==> src/hw/rtl/logit_sigmoid_threshold_select_top_defines.svh <==
// ----------------------------------------------------------------------------
// Assertion macros for the sigmoid threshold classifier
// Concurrent checks on the rising edge of clock; empty when synthesised.
// ----------------------------------------------------------------------------
`ifndef LOGIT_SIGMOID_THRESHOLD_SELECT_TOP_DEFINES_SVH
`define LOGIT_SIGMOID_THRESHOLD_SELECT_TOP_DEFINES_SVH

`ifndef SYNTHESIS
// Check that is switched off while reset is high
`define LSTS_ASSERT(label, prop, msg) \
   label: assert property (@(posedge clock) disable iff (reset) prop) else $error(msg);
// Check that also runs through reset
`define LSTS_ASSERT_ALWAYS(label, prop, msg) \
   label: assert property (@(posedge clock) prop) else $error(msg);
`else
`define LSTS_ASSERT(label, prop, msg)
`define LSTS_ASSERT_ALWAYS(label, prop, msg)
`endif

`endif

==> src/hw/rtl/lsts_pkg.sv <==
// ----------------------------------------------------------------------------
// lsts_pkg
// Shared constants, types and codes of the sigmoid threshold classifier.
// ----------------------------------------------------------------------------
`default_nettype none

package lsts_pkg;

   // Field widths
   localparam int unsigned LOGIT_W    = 16;
   localparam int unsigned LABELS_W   = 11;
   localparam int unsigned CLASS_W    = 10;
   localparam int unsigned PROB_W     = 16;
   localparam int unsigned ROW_W      = 16;
   localparam int unsigned ROW_LEN_W  = 11;
   localparam int unsigned THRESH_W   = 16;

   localparam int unsigned MAX_CLASSES         = 1024;
   localparam int unsigned SIGMOID_TABLE_DEPTH = 2048;
   localparam int unsigned SIG_ADDR_W          = $clog2(SIGMOID_TABLE_DEPTH);
   // |logit| >> 4 before saturation
   localparam int unsigned MAG_IDX_W           = LOGIT_W + 1 - 4;

   // Configuration port
   localparam int unsigned CSR_INDEX_W = 2;
   localparam int unsigned CSR_DATA_W  = 16;

   typedef enum logic [CSR_INDEX_W-1:0] {
      CSR_MODE      = 2'd0,
      CSR_THRESHOLD = 2'd1,
      CSR_ROW_LEN   = 2'd2
   } csr_index_type;

   typedef enum logic {
      MODE_MULTI  = 1'b0,
      MODE_SINGLE = 1'b1
   } mode_type;

   localparam logic [THRESH_W-1:0]  THRESH_RESET  = 16'd32768;
   localparam logic [ROW_LEN_W-1:0] ROW_LEN_RESET = 11'd2;

   // Sigmoid table generation: q holds e^(-k/256) in Q62, stepped by STEP
   localparam int unsigned Q_W = 63;
   localparam logic [63:0] T0  = 64'h4000_0000_0000_0000;
   localparam logic [63:0] T1  = T0  / 64'd256;
   localparam logic [63:0] T2  = T1  / 64'd512;
   localparam logic [63:0] T3  = T2  / 64'd768;
   localparam logic [63:0] T4  = T3  / 64'd1024;
   localparam logic [63:0] T5  = T4  / 64'd1280;
   localparam logic [63:0] T6  = T5  / 64'd1536;
   localparam logic [63:0] T7  = T6  / 64'd1792;
   localparam logic [63:0] T8  = T7  / 64'd2048;
   localparam logic [63:0] T9  = T8  / 64'd2304;
   localparam logic [63:0] T10 = T9  / 64'd2560;
   localparam logic [63:0] T11 = T10 / 64'd2816;
   localparam logic [63:0] T12 = T11 / 64'd3072;
   localparam logic [63:0] STEP = T0 - T1 + T2 - T3 + T4 - T5 + T6 - T7 + T8 - T9
                                  + T10 - T11 + T12;
   localparam logic [31:0] STEP_LO = STEP[31:0];
   localparam logic [31:0] STEP_HI = STEP[63:32];
   localparam logic [Q_W-1:0] Q_ONE = T0[Q_W-1:0];

   // Rounded divide 65535*2^40 / (2^40 + q>>22)
   localparam int unsigned DEN_W      = 42;
   localparam int unsigned DIVISOR_W  = DEN_W + 1;
   localparam int unsigned DIVIDEND_W = 58;
   localparam int unsigned DIV_STEPS  = 17;
   localparam int unsigned FILL_CNT_W = $clog2(DIV_STEPS);
   localparam int unsigned MUL_CYCLES = 5;
   localparam int unsigned ACC_W      = 126;
   localparam logic [DIVIDEND_W-1:0] DIV_NUM2  = 58'd65535 << 41;
   localparam logic [DEN_W-1:0]      DEN_ONE   = 42'd1 << 40;

   typedef enum logic [2:0] {
      FILL_SETUP,
      FILL_DIV,
      FILL_MUL,
      FILL_WRITE,
      FILL_DONE
   } fill_state_type;

   typedef struct packed {
      logic                  valid;
      logic [SIG_ADDR_W-1:0] addr;
      logic [PROB_W-1:0]     data;
   } rom_write_type;

   typedef struct packed {
      logic [CLASS_W-1:0] class_index;
      logic [PROB_W-1:0]  probability;
      logic               known_label;
      logic [ROW_W-1:0]   row_index;
   } rsp_type;

   typedef struct packed {
      logic    valid;
      rsp_type rsp;
   } rsp_push_type;

   // Result queue: output register plus room for the items in flight
   localparam int unsigned RSP_QUEUE_DEPTH = 3;
   localparam int unsigned QPTR_W          = $clog2(RSP_QUEUE_DEPTH);
   localparam int unsigned QCNT_W          = $clog2(RSP_QUEUE_DEPTH + 1);

   typedef struct packed {
      logic              full;
      logic [QCNT_W-1:0] count;
   } queue_status_type;

endpackage

`default_nettype wire

==> src/hw/rtl/lsts_stream_if.sv <==
// ----------------------------------------------------------------------------
// lsts stream interfaces
// Valid/ready channels for logits in and reported classes out.
// ----------------------------------------------------------------------------
`default_nettype none


interface lsts_rsp_if import lsts_pkg::*; ();
   logic               valid;
   logic               ready;
   logic [CLASS_W-1:0] class_index;
   logic [PROB_W-1:0]  probability;
   logic               known_label;
   logic [ROW_W-1:0]   row_index;

   modport source (output valid, class_index, probability, known_label, row_index,
                   input ready);
   modport sink   (input valid, class_index, probability, known_label, row_index,
                   output ready);
endinterface

`default_nettype wire

==> src/hw/rtl/lsts_rsp_queue.sv <==
// ----------------------------------------------------------------------------
// lsts_rsp_queue
// Small result queue that drives the output channel.
// ----------------------------------------------------------------------------
`default_nettype none

module lsts_rsp_queue import lsts_pkg::*; (
   input  wire logic         clock,
   input  wire logic         reset,
   input  rsp_push_type      push,
   output queue_status_type  status,
   lsts_rsp_if.source        rsp_if
);

   rsp_type           slot_ff [RSP_QUEUE_DEPTH];
   logic [QPTR_W-1:0] wr_ptr_ff, wr_ptr_in;
   logic [QPTR_W-1:0] rd_ptr_ff, rd_ptr_in;
   logic [QCNT_W-1:0] count_ff, count_in;
   logic              pop;
   rsp_type           head;

   localparam logic [QPTR_W-1:0] PTR_LAST = QPTR_W'(RSP_QUEUE_DEPTH - 1);

   assign pop = rsp_if.valid && rsp_if.ready;

   always_comb begin
      wr_ptr_in = wr_ptr_ff;
      rd_ptr_in = rd_ptr_ff;
      if (push.valid) begin
         wr_ptr_in = (wr_ptr_ff == PTR_LAST) ? '0 : wr_ptr_ff + QPTR_W'(1);
      end
      if (pop) begin
         rd_ptr_in = (rd_ptr_ff == PTR_LAST) ? '0 : rd_ptr_ff + QPTR_W'(1);
      end
      count_in = count_ff + QCNT_W'(push.valid) - QCNT_W'(pop);
   end

   always_ff @(posedge clock) begin
      if (reset) begin
         wr_ptr_ff <= '0;
         rd_ptr_ff <= '0;
         count_ff  <= '0;
      end else begin
         wr_ptr_ff <= wr_ptr_in;
         rd_ptr_ff <= rd_ptr_in;
         count_ff  <= count_in;
      end
   end

   always_ff @(posedge clock) begin
      if (push.valid) begin
         slot_ff[wr_ptr_ff] <= push.rsp;
      end
   end

   assign head               = slot_ff[rd_ptr_ff];
   assign rsp_if.valid       = (count_ff != '0);
   assign rsp_if.class_index = head.class_index;
   assign rsp_if.probability = head.probability;
   assign rsp_if.known_label = head.known_label;
   assign rsp_if.row_index   = head.row_index;

   assign status.count = count_ff;
   assign status.full  = (count_ff == QCNT_W'(RSP_QUEUE_DEPTH));

endmodule

`default_nettype wire
==> src/flat_wrapper.sv <==
// flat-port wrapper written by rule: the top's interface ports become plain ports
module lsts_rsp_queue_flat import lsts_pkg::*;
  (clock, reset, push, status, rsp_if_valid, rsp_if_class_index, rsp_if_probability, rsp_if_known_label, rsp_if_row_index, rsp_if_ready);
  lsts_rsp_if rsp_if_i ();
  input  wire logic clock;
  input  wire logic reset;
  input  rsp_push_type push;
  output queue_status_type status;
  output wire logic [$bits(rsp_if_i.valid)-1:0] rsp_if_valid;
  output wire logic [$bits(rsp_if_i.class_index)-1:0] rsp_if_class_index;
  output wire logic [$bits(rsp_if_i.probability)-1:0] rsp_if_probability;
  output wire logic [$bits(rsp_if_i.known_label)-1:0] rsp_if_known_label;
  output wire logic [$bits(rsp_if_i.row_index)-1:0] rsp_if_row_index;
  input wire logic [$bits(rsp_if_i.ready)-1:0] rsp_if_ready;
  assign rsp_if_valid = rsp_if_i.valid;
  assign rsp_if_class_index = rsp_if_i.class_index;
  assign rsp_if_probability = rsp_if_i.probability;
  assign rsp_if_known_label = rsp_if_i.known_label;
  assign rsp_if_row_index = rsp_if_i.row_index;
  assign rsp_if_i.ready = rsp_if_ready;
  lsts_rsp_queue u_core (.clock(clock), .reset(reset), .push(push), .status(status), .rsp_if(rsp_if_i));
endmodule
==> config.mk <==
export PLATFORM = sky130hd
export DESIGN_NAME = lsts_rsp_queue_flat
export DESIGN_NICKNAME = d
export VERILOG_FILES = /design/src/hw/rtl/logit_sigmoid_threshold_select_top_defines.svh /design/src/hw/rtl/lsts_pkg.sv /design/src/hw/rtl/lsts_stream_if.sv /design/src/hw/rtl/lsts_rsp_queue.sv /design/src/flat_wrapper.sv
export SDC_FILE = /design/constraint.sdc
export NUM_CORES = 1
export LEC_CHECK = 0
export BUFFER_PORTS_ARGS = -buffer_cell sky130_fd_sc_hd__buf_2
export CAP_MARGIN = 20
export CORE_MARGIN = 1
export CORE_UTILIZATION = 35
export DETAILED_ROUTE_END_ITERATION = 8
export GPL_TIMING_DRIVEN = 0
export SLEW_MARGIN = 40
export SYNTH_ARGS = -nofsm -noshare
export SYNTH_HDL_FRONTEND = slang
export SYNTH_SLANG_ARGS = --single-unit
==> constraint.sdc <==
create_clock -name clock -period 5.7 [get_ports clock]
set_input_delay 0.57 -clock clock [delete_from_list [all_inputs] [get_ports clock]]
set_output_delay 0.57 -clock clock [all_outputs]
set_load 0.02 [all_outputs]
==> results.toml <==
[drt]
ant_nets = 0
vias_per_cell = 4.74
wl_per_cell_um = 16.1
wl_mm = 10.1
drt_iter0_drc = 126
drt_first_pass_iters = 4
vias = 2975
route.detailed.drc = 0

[worst_hold_path]
min-delay-start = "push[28]"
holdPathStages = 1
hold_class = "in2reg"
min_to = "u_core.slot_ff[1][28]$_DFFE_PP_"

[clock_network]
cts_resized = 0
clkSinkCount = 137
cts_tree = "built"
clockBufferDepth = 2
cts-root-buf = "clkbuf_16"
h-tree-depth = 4
clkTransAtPathRegs_ns = 0.06
cts_buffers = 17
ctsHoldBuffers = 0
clk_latency_ns = 0.42
post_cts_buffers = 0

[setup_path]
crit_type = "reg2out"
r2r_start = "u_core.wr_ptr_ff[1]$_SDFFE_PP0P_"
crit_path_end_kind = "primary output"
r2r_end = "u_core.slot_ff[0][17]$_DFFE_PP_"
ff2ff_path_depth = 4
crit_fanout = 10
worstPathRequired_ns = 5.13
r2r_slack_ns = 3.86
crit_arrival_ns = 1.94
start_kind = "flop"

[logic_synthesis]
synth_cells = 311
ys_ff_latch = 137
syn_nets = 359
syn_area_um2 = 5100
ys_warn_count = 0
ys_dominant_reg_cell = "edfxtp_1"
ys_seq_area_share_pct = 79.1
synth_async_sr_flop_share_pct = 0
synth_area_per_cell_um2 = 16.4
synth_edf_count = 129
ys_types = 22

[pwr]
power.internal_mw = 2.01
irDropWorstVdd_uv = 173
power_density_nw_per_um2 = 386
switching_share_pct = 21.3
pwr-share-comb_pct = 8.4
leakage_nw = 2.32
seqPwrFrac_pct = 45.5
power.switching_uw = 542
clkPwrFrac_pct = 46.0

[floorplanning]
die_h_um = 123
die_area_um2 = 15100
die_w_um = 123
rows = 43
start_util_pct = 36.3
boundaryPins = 94
core_um2 = 14000

[grt]
busiest_layer = "met2"
globalRouteOverflowTotal = 0
met1_usage_pct = 16.8
grt_pass1_vias = 3069
grt_antenna_before_repair = 0
grt_pass1_wl_mm = 15.8
track_usage_pct = 14.8
grtUsageMet2_pct = 24.4
met3_usage_pct = 6.51
grt_max_degree = 17

[sta]
fin_ws_ns = 3.19
fin_crit_ns = 2.51
rsz0062_at_grt = "false"
fmax_ghz = 0.398
slew_viol_final = 0
worst_slew_margin_rel_pct = 57.4
clock_skew_ns = 0.00587
tns_ns = 0
finalCritPeriodShare_pct = 44.1
tightestPinTransition_ns = 0.636
setup_viol_count_final = 0
hold_violations = 0

[placed_design]
dp_slack_ns = 3.45
gp_congestion = 0.676
place_inst = 596
portBuffers = 92
hpwl_mm = 6.65

[finish]
antenna_cells = 0
drive_gt1_share_pct = 33.7
layout_common_cells = "edfxtp_1 (129), buf_2 (95), nand2_1 (47)"
final_common_cell = "edfxtp_1"
area_delta_synth_final_pct = 29.7
final_cells = 628
final_nets = 483

[run_status]
outcome = "finished clean"

[flow_run]
cap_violations = 0
worst max-delay path, cell delays in order (launching register included):
cell and delay (ns):
dfxtp_1 0.41, buf_4 0.21, clkbuf_1 0.48, nand2_1 0.10, o21ai_0 0.12, buf_2 0.21
power groups by stage:
stage | clock [mW] | combinational [mW] | sequential [mW]
CTS | 1.20 | 0.220 | 1.16
detailed placement | 0 | 0.219 | 1.18
floorplan | 0 | 0.121 | 1.18
finish | 1.17 | 0.215 | 1.16
global placement | 0 | 0.202 | 1.19
global route | 1.25 | 0.237 | 1.16
registers in the layout, indices dropped and copies added, names as in the netlist, named ones only:
name              cells
u_core.slot_ff      129
u_core.count_ff       2
u_core.wr_ptr_ff      2
u_core.rd_ptr_ff      2
final cells by class:
| class | count | area, um^2 |
|---|---|---|
| Fill cell | 1251 | 7430 |
| Sequential cell | 137 | 4030 |
| Multi-Input combinational cell | 157 | 996 |
| Timing Repair Buffer | 105 | 619 |
| Clock buffer | 22 | 484 |
| Tap cell | 180 | 225 |
| Clock inverter | 10 | 165 |
| Buffer | 15 | 80.1 |
| Inverter | 2 | 7.51 |
metal layers:
layer  share of wire, %  vias to the layer above
li1                   -                     1418
met1                 43                     1455
met2                 50                       87
met3                5.9                       15
met4                1.5                        0
met5                  0                        -
cells by family after synthesis:
group | count (synthesis) | share of synthesized area, %
and+or+nand+nor | 60 | 4.88
muxes | 45 | 8.89
DFF | 137 | 79.1
adders and majority gates | 1 | 0.245
buffers and inverters | 17 | 1.72
AOI/OAI and AO/OA | 51 | 5.13
metrics by stage:
stage	cell area (um^2)	utilization, %	hold WS (ns)	power [mW]
floorplan	5100	-	0.462	1.30
global placement	5780	41.2	0.472	1.39
detailed placement	5960	42.5	0.489	1.40
CTS	6610	47.1	0.328	2.58
global route	6610	47.1	0.329	2.65
finish	6610	47.1	0.350	2.55
synthesized netlist by cell type, drive strengths merged (2+ instances only):
| library cell | instances | area (um^2) |
|---|---|---|
| mux2 | 2 | 22.5 |
| buf | 7 | 50.0 |
| dfxtp | 8 | 160 |
| edfxtp | 129 | 3870 |
| nor2 | 5 | 18.8 |
| o21ai | 45 | 229 |
| clkbuf | 8 | 30.0 |
| nor2b | 2 | 12.5 |
| nand2 | 47 | 176 |
| inv | 2 | 7.51 |
| a21oi | 5 | 25.0 |
| mux2i | 43 | 430 |
worst max-delay path by stage:
stage          startpoint                              end
2_1_floorplan    push[43]   u_core.slot_ff[0][0]$_DFFE_PP_
3_3_place_gp     push[43]  u_core.slot_ff[0][12]$_DFFE_PP_
3_5_place_dp     push[43]  u_core.slot_ff[0][11]$_DFFE_PP_
4_1_cts              flop            rsp_if_probability[6]
5_1_grt              flop            rsp_if_probability[2]
6_report             flop            rsp_if_probability[6]
(Power assumes the default switching activity.)
