<file path="src/hw/rtl/logit_sigmoid_threshold_select_top_defines.svh">
// ----------------------------------------------------------------------------
// Assertion macros for the sigmoid threshold classifier
// Concurrent checks on the rising edge of clock; empty when synthesised.
// ----------------------------------------------------------------------------
`ifndef LOGIT_SIGMOID_THRESHOLD_SELECT_TOP_DEFINES_SVH
`define LOGIT_SIGMOID_THRESHOLD_SELECT_TOP_DEFINES_SVH

`ifndef SYNTHESIS
// Check that is switched off while reset is high
`define LSTS_ASSERT(label, prop, msg) \
   label: assert property (@(posedge clock) disable iff (reset) prop) else $error(msg);
// Check that also runs through reset
`define LSTS_ASSERT_ALWAYS(label, prop, msg) \
   label: assert property (@(posedge clock) prop) else $error(msg);
`else
`define LSTS_ASSERT(label, prop, msg)
`define LSTS_ASSERT_ALWAYS(label, prop, msg)
`endif

`endif

</file>
<file path="src/hw/rtl/lsts_pkg.sv">
// ----------------------------------------------------------------------------
// lsts_pkg
// Shared constants, types and codes of the sigmoid threshold classifier.
// ----------------------------------------------------------------------------
`default_nettype none

package lsts_pkg;

   // Field widths
   localparam int unsigned LOGIT_W    = 16;
   localparam int unsigned LABELS_W   = 11;
   localparam int unsigned CLASS_W    = 10;
   localparam int unsigned PROB_W     = 16;
   localparam int unsigned ROW_W      = 16;
   localparam int unsigned ROW_LEN_W  = 11;
   localparam int unsigned THRESH_W   = 16;

   localparam int unsigned MAX_CLASSES         = 1024;
   localparam int unsigned SIGMOID_TABLE_DEPTH = 2048;
   localparam int unsigned SIG_ADDR_W          = $clog2(SIGMOID_TABLE_DEPTH);
   // |logit| >> 4 before saturation
   localparam int unsigned MAG_IDX_W           = LOGIT_W + 1 - 4;

   // Configuration port
   localparam int unsigned CSR_INDEX_W = 2;
   localparam int unsigned CSR_DATA_W  = 16;

   typedef enum logic [CSR_INDEX_W-1:0] {
      CSR_MODE      = 2'd0,
      CSR_THRESHOLD = 2'd1,
      CSR_ROW_LEN   = 2'd2
   } csr_index_type;

   typedef enum logic {
      MODE_MULTI  = 1'b0,
      MODE_SINGLE = 1'b1
   } mode_type;

   localparam logic [THRESH_W-1:0]  THRESH_RESET  = 16'd32768;
   localparam logic [ROW_LEN_W-1:0] ROW_LEN_RESET = 11'd2;

   // Sigmoid table generation: q holds e^(-k/256) in Q62, stepped by STEP
   localparam int unsigned Q_W = 63;
   localparam logic [63:0] T0  = 64'h4000_0000_0000_0000;
   localparam logic [63:0] T1  = T0  / 64'd256;
   localparam logic [63:0] T2  = T1  / 64'd512;
   localparam logic [63:0] T3  = T2  / 64'd768;
   localparam logic [63:0] T4  = T3  / 64'd1024;
   localparam logic [63:0] T5  = T4  / 64'd1280;
   localparam logic [63:0] T6  = T5  / 64'd1536;
   localparam logic [63:0] T7  = T6  / 64'd1792;
   localparam logic [63:0] T8  = T7  / 64'd2048;
   localparam logic [63:0] T9  = T8  / 64'd2304;
   localparam logic [63:0] T10 = T9  / 64'd2560;
   localparam logic [63:0] T11 = T10 / 64'd2816;
   localparam logic [63:0] T12 = T11 / 64'd3072;
   localparam logic [63:0] STEP = T0 - T1 + T2 - T3 + T4 - T5 + T6 - T7 + T8 - T9
                                  + T10 - T11 + T12;
   localparam logic [31:0] STEP_LO = STEP[31:0];
   localparam logic [31:0] STEP_HI = STEP[63:32];
   localparam logic [Q_W-1:0] Q_ONE = T0[Q_W-1:0];

   // Rounded divide 65535*2^40 / (2^40 + q>>22)
   localparam int unsigned DEN_W      = 42;
   localparam int unsigned DIVISOR_W  = DEN_W + 1;
   localparam int unsigned DIVIDEND_W = 58;
   localparam int unsigned DIV_STEPS  = 17;
   localparam int unsigned FILL_CNT_W = $clog2(DIV_STEPS);
   localparam int unsigned MUL_CYCLES = 5;
   localparam int unsigned ACC_W      = 126;
   localparam logic [DIVIDEND_W-1:0] DIV_NUM2  = 58'd65535 << 41;
   localparam logic [DEN_W-1:0]      DEN_ONE   = 42'd1 << 40;

   typedef enum logic [2:0] {
      FILL_SETUP,
      FILL_DIV,
      FILL_MUL,
      FILL_WRITE,
      FILL_DONE
   } fill_state_type;

   typedef struct packed {
      logic                  valid;
      logic [SIG_ADDR_W-1:0] addr;
      logic [PROB_W-1:0]     data;
   } rom_write_type;

   typedef struct packed {
      logic [CLASS_W-1:0] class_index;
      logic [PROB_W-1:0]  probability;
      logic               known_label;
      logic [ROW_W-1:0]   row_index;
   } rsp_type;

   typedef struct packed {
      logic    valid;
      rsp_type rsp;
   } rsp_push_type;

   // Result queue: output register plus room for the items in flight
   localparam int unsigned RSP_QUEUE_DEPTH = 3;
   localparam int unsigned QPTR_W          = $clog2(RSP_QUEUE_DEPTH);
   localparam int unsigned QCNT_W          = $clog2(RSP_QUEUE_DEPTH + 1);

   typedef struct packed {
      logic              full;
      logic [QCNT_W-1:0] count;
   } queue_status_type;

endpackage

`default_nettype wire

</file>
<file path="src/hw/rtl/lsts_fill.sv">
// ----------------------------------------------------------------------------
// lsts_fill
// Builds the sigmoid table after reset, one entry after another.
// ----------------------------------------------------------------------------
`default_nettype none

module lsts_fill import lsts_pkg::*; (
   input  wire logic    clock,
   input  wire logic    reset,
   output rom_write_type rom_wr,
   output logic         done
);

   fill_state_type state_ff, state_in;

   logic [FILL_CNT_W-1:0] cnt_ff, cnt_in;
   logic [SIG_ADDR_W-1:0] entry_ff, entry_in;
   logic [Q_W-1:0]        q_ff, q_in;
   logic [DIVISOR_W-1:0]  rem_ff, rem_in;
   logic [DIVISOR_W-1:0]  divisor_ff, divisor_in;
   logic [DIV_STEPS-1:0]  low_ff, low_in;
   logic [63:0]           pp_ff, pp_in;
   logic [1:0]            pp_shift_ff, pp_shift_in;
   logic [ACC_W-1:0]      acc_ff, acc_in;

   logic do_setup, do_div, do_issue, do_acc, do_write;
   logic div_last, mul_last, entry_last;

   logic [DEN_W-1:0]      den;
   logic [DIVIDEND_W-1:0] dividend;
   logic [DIVISOR_W:0]    trial;
   logic [DIVISOR_W:0]    trial_sub;
   logic                  fits;
   logic [31:0]           mul_a, mul_b;
   logic [ACC_W-1:0]      addend;

   assign div_last   = (cnt_ff == FILL_CNT_W'(DIV_STEPS - 1));
   assign mul_last   = (cnt_ff == FILL_CNT_W'(MUL_CYCLES - 1));
   assign entry_last = (entry_ff == SIG_ADDR_W'(SIGMOID_TABLE_DEPTH - 1));

   // Next state
   always_comb begin
      state_in = state_ff;
      unique case (state_ff)
         FILL_SETUP: state_in = FILL_DIV;
         FILL_DIV:   if (div_last) state_in = FILL_MUL;
         FILL_MUL:   if (mul_last) state_in = FILL_WRITE;
         FILL_WRITE: state_in = entry_last ? FILL_DONE : FILL_SETUP;
         FILL_DONE:  state_in = FILL_DONE;
         default:    state_in = FILL_SETUP;
      endcase
   end

   // Controls
   always_comb begin
      do_setup = 1'b0;
      do_div   = 1'b0;
      do_issue = 1'b0;
      do_acc   = 1'b0;
      do_write = 1'b0;
      done     = 1'b0;
      unique case (state_ff)
         FILL_SETUP: do_setup = 1'b1;
         FILL_DIV:   do_div = 1'b1;
         FILL_MUL: begin
            do_issue = (cnt_ff < FILL_CNT_W'(MUL_CYCLES - 1));
            do_acc   = (cnt_ff != '0);
         end
         FILL_WRITE: do_write = 1'b1;
         FILL_DONE:  done = 1'b1;
         default:    done = 1'b0;
      endcase
   end

   // Divider and multiplier datapath
   always_comb begin
      den       = DEN_ONE + DEN_W'(q_ff[Q_W-1:22]);
      dividend  = DIV_NUM2 + DIVIDEND_W'(den);
      trial     = {rem_ff, low_ff[DIV_STEPS-1]};
      trial_sub = trial - {1'b0, divisor_ff};
      fits      = (trial >= {1'b0, divisor_ff});

      mul_a = cnt_ff[1] ? {1'b0, q_ff[Q_W-1:32]} : q_ff[31:0];
      mul_b = cnt_ff[0] ? STEP_HI : STEP_LO;

      unique case (pp_shift_ff)
         2'd0:    addend = ACC_W'(pp_ff);
         2'd1:    addend = ACC_W'(pp_ff) << 32;
         default: addend = ACC_W'(pp_ff) << 64;
      endcase

      rem_in      = rem_ff;
      divisor_in  = divisor_ff;
      low_in      = low_ff;
      pp_in       = pp_ff;
      pp_shift_in = pp_shift_ff;
      acc_in      = acc_ff;
      q_in        = q_ff;
      entry_in    = entry_ff;
      cnt_in      = '0;

      if (do_setup) begin
         rem_in     = DIVISOR_W'(dividend[DIVIDEND_W-1:DIV_STEPS]);
         low_in     = dividend[DIV_STEPS-1:0];
         divisor_in = {den, 1'b0};
         acc_in     = '0;
      end
      if (do_div) begin
         rem_in = fits ? trial_sub[DIVISOR_W-1:0] : trial[DIVISOR_W-1:0];
         low_in = {low_ff[DIV_STEPS-2:0], fits};
         cnt_in = div_last ? '0 : cnt_ff + FILL_CNT_W'(1);
      end
      if (state_ff == FILL_MUL) begin
         cnt_in = mul_last ? '0 : cnt_ff + FILL_CNT_W'(1);
      end
      if (do_issue) begin
         pp_in       = mul_a * mul_b;
         pp_shift_in = {1'b0, cnt_ff[1]} + {1'b0, cnt_ff[0]};
      end
      if (do_acc) begin
         acc_in = acc_ff + addend;
      end
      if (do_write) begin
         q_in     = acc_ff[Q_W+61:62];
         entry_in = entry_ff + SIG_ADDR_W'(1);
      end
   end

   always_ff @(posedge clock) begin
      if (reset) begin
         state_ff <= FILL_SETUP;
         cnt_ff   <= '0;
         entry_ff <= '0;
         q_ff     <= Q_ONE;
      end else begin
         state_ff <= state_in;
         cnt_ff   <= cnt_in;
         entry_ff <= entry_in;
         q_ff     <= q_in;
      end
   end

   always_ff @(posedge clock) begin
      rem_ff      <= rem_in;
      divisor_ff  <= divisor_in;
      low_ff      <= low_in;
      pp_ff       <= pp_in;
      pp_shift_ff <= pp_shift_in;
      acc_ff      <= acc_in;
   end

   assign rom_wr.valid = do_write;
   assign rom_wr.addr  = entry_ff;
   assign rom_wr.data  = low_ff[PROB_W-1:0];

endmodule

`default_nettype wire

</file>
<file path="config.mk">
export PLATFORM = sky130hd
export DESIGN_NAME = lsts_fill
export DESIGN_NICKNAME = d
export VERILOG_FILES = /design/src/hw/rtl/logit_sigmoid_threshold_select_top_defines.svh /design/src/hw/rtl/lsts_pkg.sv /design/src/hw/rtl/lsts_fill.sv
export SDC_FILE = /design/constraint.sdc
export NUM_CORES = 2
export LEC_CHECK = 0
export BUFFER_PORTS_ARGS = -buffer_cell sky130_fd_sc_hd__buf_2
export CAP_MARGIN = 20
export CORE_MARGIN = 4
export CORE_UTILIZATION = 30
export CTS_CLUSTER_DIAMETER = 80
export DETAILED_ROUTE_END_ITERATION = 10
export PLACE_DENSITY_LB_ADDON = 0.12
export SYNTH_ARGS = -nofsm -noshare
export SYNTH_HDL_FRONTEND = slang
export SYNTH_SLANG_ARGS = --single-unit
</file>
<file path="constraint.sdc">
create_clock -name clock -period 20.6 [get_ports clock]
set_input_delay 3.09 -clock clock [delete_from_list [all_inputs] [get_ports clock]]
set_output_delay 3.09 -clock clock [all_outputs]
set_load 0.1 [all_outputs]
</file>
==> flow_summary.yaml <==
logic_synthesis:
  synth_common_cells: "930 x inv_1, 679 x fa_1, 543 x nand2_1"
  yosysTopAreaCellShare_pct: 26.6
  synth_ff_type: "edfxtp_1"
  netlist_instances: 5633
  ys.warnings.count: 0
  synth-seq-cells: 374
  synth_area_per_cell_um2: 9.08
  seq_area_frac_synth_pct: 20.4
  yosysUniqueCellTypes: 77
  yosys-top-cells-area: "fa_1 27%, edfxtp_1 17%, ha_1 12%, inv_1 6.8%, a21oi_1 4.4%"
  synth_top_area_cell: "fa_1"
  synth.cell_area_um2: 51100
  synth_edf_count: 292
  synthArstFlopShare_pct: 0
  synth_most_common_cell: "inv_1"
worst_setup_path:
  start_kind: "flip-flop"
  rr_startpoint: "cnt_ff[0]"
  arrival_ps: 10790
  worstSetupPathType: "reg -> reg"
  setup.worst_path.end_class: "flip-flop"
  cp_slowest_cell: "dfxtp_2"
  crit_buf_inv: 6
  path_common_cell: "fa_1"
  r2r-end: "pp_ff[61]"
  required_ps: 20950
  slowest_delay_ps: 850
  critical_path_peak_fanout: 36
  r2r_slack_ps: 10160
  crit_family: "adder cells"
  reg2reg_depth: 27
timing:
  hold_ws_ps: 458
  max_freq_mhz: 95.8
  min_period_ps: 10440
  slew_headroom_pct: 25.1
  hold_violations: 0
  maxSlewViolCount: 0
  setup_viol: 0
  tns_ps: 0
  rsz0062_at_grt: "false"
  period_share_pct: 50.7
  tightest_slew_ps: 1090
  skew_ps: 24.9
pwr:
  p_per_area_nw_per_um2: 41.8
  p_leak_nw: 26.4
  vdd_ir_drop_max_uv: 78.9
  p_total_mw: 2.30
route:
  via_per_inst: 5.08
  ant_nets: 0
  routedWlPerCell_um: 24.8
  drtIter0Drc: 3084
  drc_errors: 0
  routed_wl_mm: 193
  first_pass_iters: 6
  num_vias: 39600
global_routing:
  grt_remaining_overflow: 0
  grt_pass1_vias: 40800
  grt_max_degree: 79
  antenna_found_initial: 7
  grtUsageTotal_pct: 21.8
  grt_pass1_wl_mm: 283
clock_tree:
  cts.clk_slew.worst_paths_ps: 60
  cts-htree-levels: 2
  cts_setup_buffers: 0
  holdBufCountCts: 0
  cts_resized: 0
  clkLatencyLatePin_ps: 600
  cts_root_buf: "clkbuf_16"
  cts_inserted_buffers: 43
  clockBufferDepth: 3
  cts_tree: "built"
  clock-sinks: 374
die:
  start_util_pct: 30.2
  die-area_um2: 177000
  ios: 31
  core-area_um2: 169000
  die_h_um: 421
  rows: 151
  fp.dieW_um: 421
hold_path:
  min_path_type: "reg -> reg"
  holdPathStages: 2
  hp-start: "q_ff[12]"
  min_to: "q_ff[12]"
final_layout:
  fill_cells: 17800
  n_antenna_cell: 0
  syn_to_final_growth_pct: 7.89
  nets: 6710
  fin_util_pct: 32.5
  drive_gt1_share_pct: 3.93
placed_design:
  gp_congestion: 0.935
  portBuffers: 30
  dp_hpwl_mm: 163
job:
  max-cap-violations: 0
run_status:
  outcome: "complete, no violations"
## kinds of logic (layout without fill, tap and decap cells)
| family | after synthesis | count (layout) | synth area share, % |
|---|---|---|---|
| simple gates | 1450 | 1450 | 12.7 |
| fa+ha+maj | 1175 | 1175 | 38.7 |
| buf+inv | 1163 | 1104 | 8.68 |
| compound gates | 1124 | 1124 | 13.4 |
| flops | 374 | 374 | 20.4 |
| xor+xnor | 271 | 271 | 4.64 |
| mux | 75 | 75 | 1.48 |
| other cells | 1 | 2 | 0.00734 |
## flip-flops by register name (all words and copies together), names as in the netlist
signal       count
low_ff          17
state_ff         3
rem_ff          43
pp_shift_ff      2
acc_ff         125
cnt_ff           5
q_ff            63
entry_ff        11
pp_ff           63
divisor_ff      42
## cell usage in the layout, fill, tap and decap left out, types with 18 or more instances in the layout
cell type / Yosys / layout
o21a_1: 33 / 33
o21bai_1: 51 / 51
and3_1: 19 / 19
or3_1: 18 / 18
a22o_1: 31 / 31
o211ai_1: 23 / 23
buf_2: 8 / 30
xnor2_1: 186 / 186
nor2b_1: 21 / 20
nand4_1: 86 / 86
o31ai_1: 18 / 18
buf_4: 17 / 50
edfxtp_1: 292 / 292
and4_1: 18 / 18
clkbuf_16: 0 / 47
mux2i_1: 70 / 62
or2_2: 25 / 25
o21ai_0: 225 / 225
a21o_1: 123 / 122
ha_1: 489 / 489
nor2_1: 462 / 461
nor3_1: 70 / 68
a31oi_1: 35 / 35
nand2b_1: 42 / 41
a211oi_1: 28 / 28
dfxtp_1: 82 / 80
xor2_1: 85 / 85
a21oi_1: 454 / 454
nand2_1: 543 / 542
inv_1: 930 / 929
fa_1: 679 / 679
nand3_1: 44 / 43
and2_1: 77 / 77
## worst min-delay path, stage by stage (launching register included)
cell and delay, ps:
dfxtp_1 310, nand2_1 50, a21oi_1 50
## where the power goes
| part | switching [mW] | total (mW) | internal [mW] |
|---|---|---|---|
| clock network | 0.355 | 0.840 | 0.484 |
| registers | 0.0303 | 0.891 | 0.861 |
| logic | 0.363 | 0.574 | 0.211 |
## final cells by class
| cell class | instances | area [µm²] | share of cell area [%] |
|---|---|---|---|
| Sequential cell | 374 | 10400 | 18.9 |
| Inverter | 941 | 3530 | 6.40 |
| Clock buffer | 54 | 1250 | 2.27 |
| Timing Repair Buffer | 83 | 559 | 1.01 |
| Tap cell | 2218 | 2780 | 5.03 |
| Multi-Input combinational cell | 4097 | 36400 | 65.9 |
| Clock inverter | 26 | 259 | 0.470 |
## metal layers
| metal | vias up | GRT usage, % | share of wire (%) |
|---|---|---|---|
| li1 | 18400 | - | - |
| met1 | 20100 | 31.0 | 46 |
| met2 | 983 | 36.4 | 48 |
| met3 | 153 | 1.64 | 4.0 |
| met4 | 0 | 4.36 | 2.2 |
| met5 | - | 0 | 0 |
## per-stage QoR
stage / cell area [µm²] / worst slack, ps / std cells
global placement: 53600 / 9290 / 7709
finish: 55200 / 10160 / 7793
global route: 55200 / 9820 / 7793
CTS: 55200 / 10300 / 7793
floorplan: 51100 / 10790 / 5634
detailed placement: 53600 / 10290 / 7713
## how the worst max path moves through the flow
stage | to | start | cells past startpoint
after floorplan | pp_ff[60] | cnt_ff[1] | 31
after global placement | pp_ff[62] | cnt_ff[1] | 28
after detailed placement | pp_ff[61] | cnt_ff[1] | 27
after CTS | pp_ff[61] | cnt_ff[0] | 27
after global routing | pp_ff[60] | cnt_ff[1] | 28
final | pp_ff[61] | cnt_ff[0] | 27
Note: power is estimated with default switching activity, not from simulation.
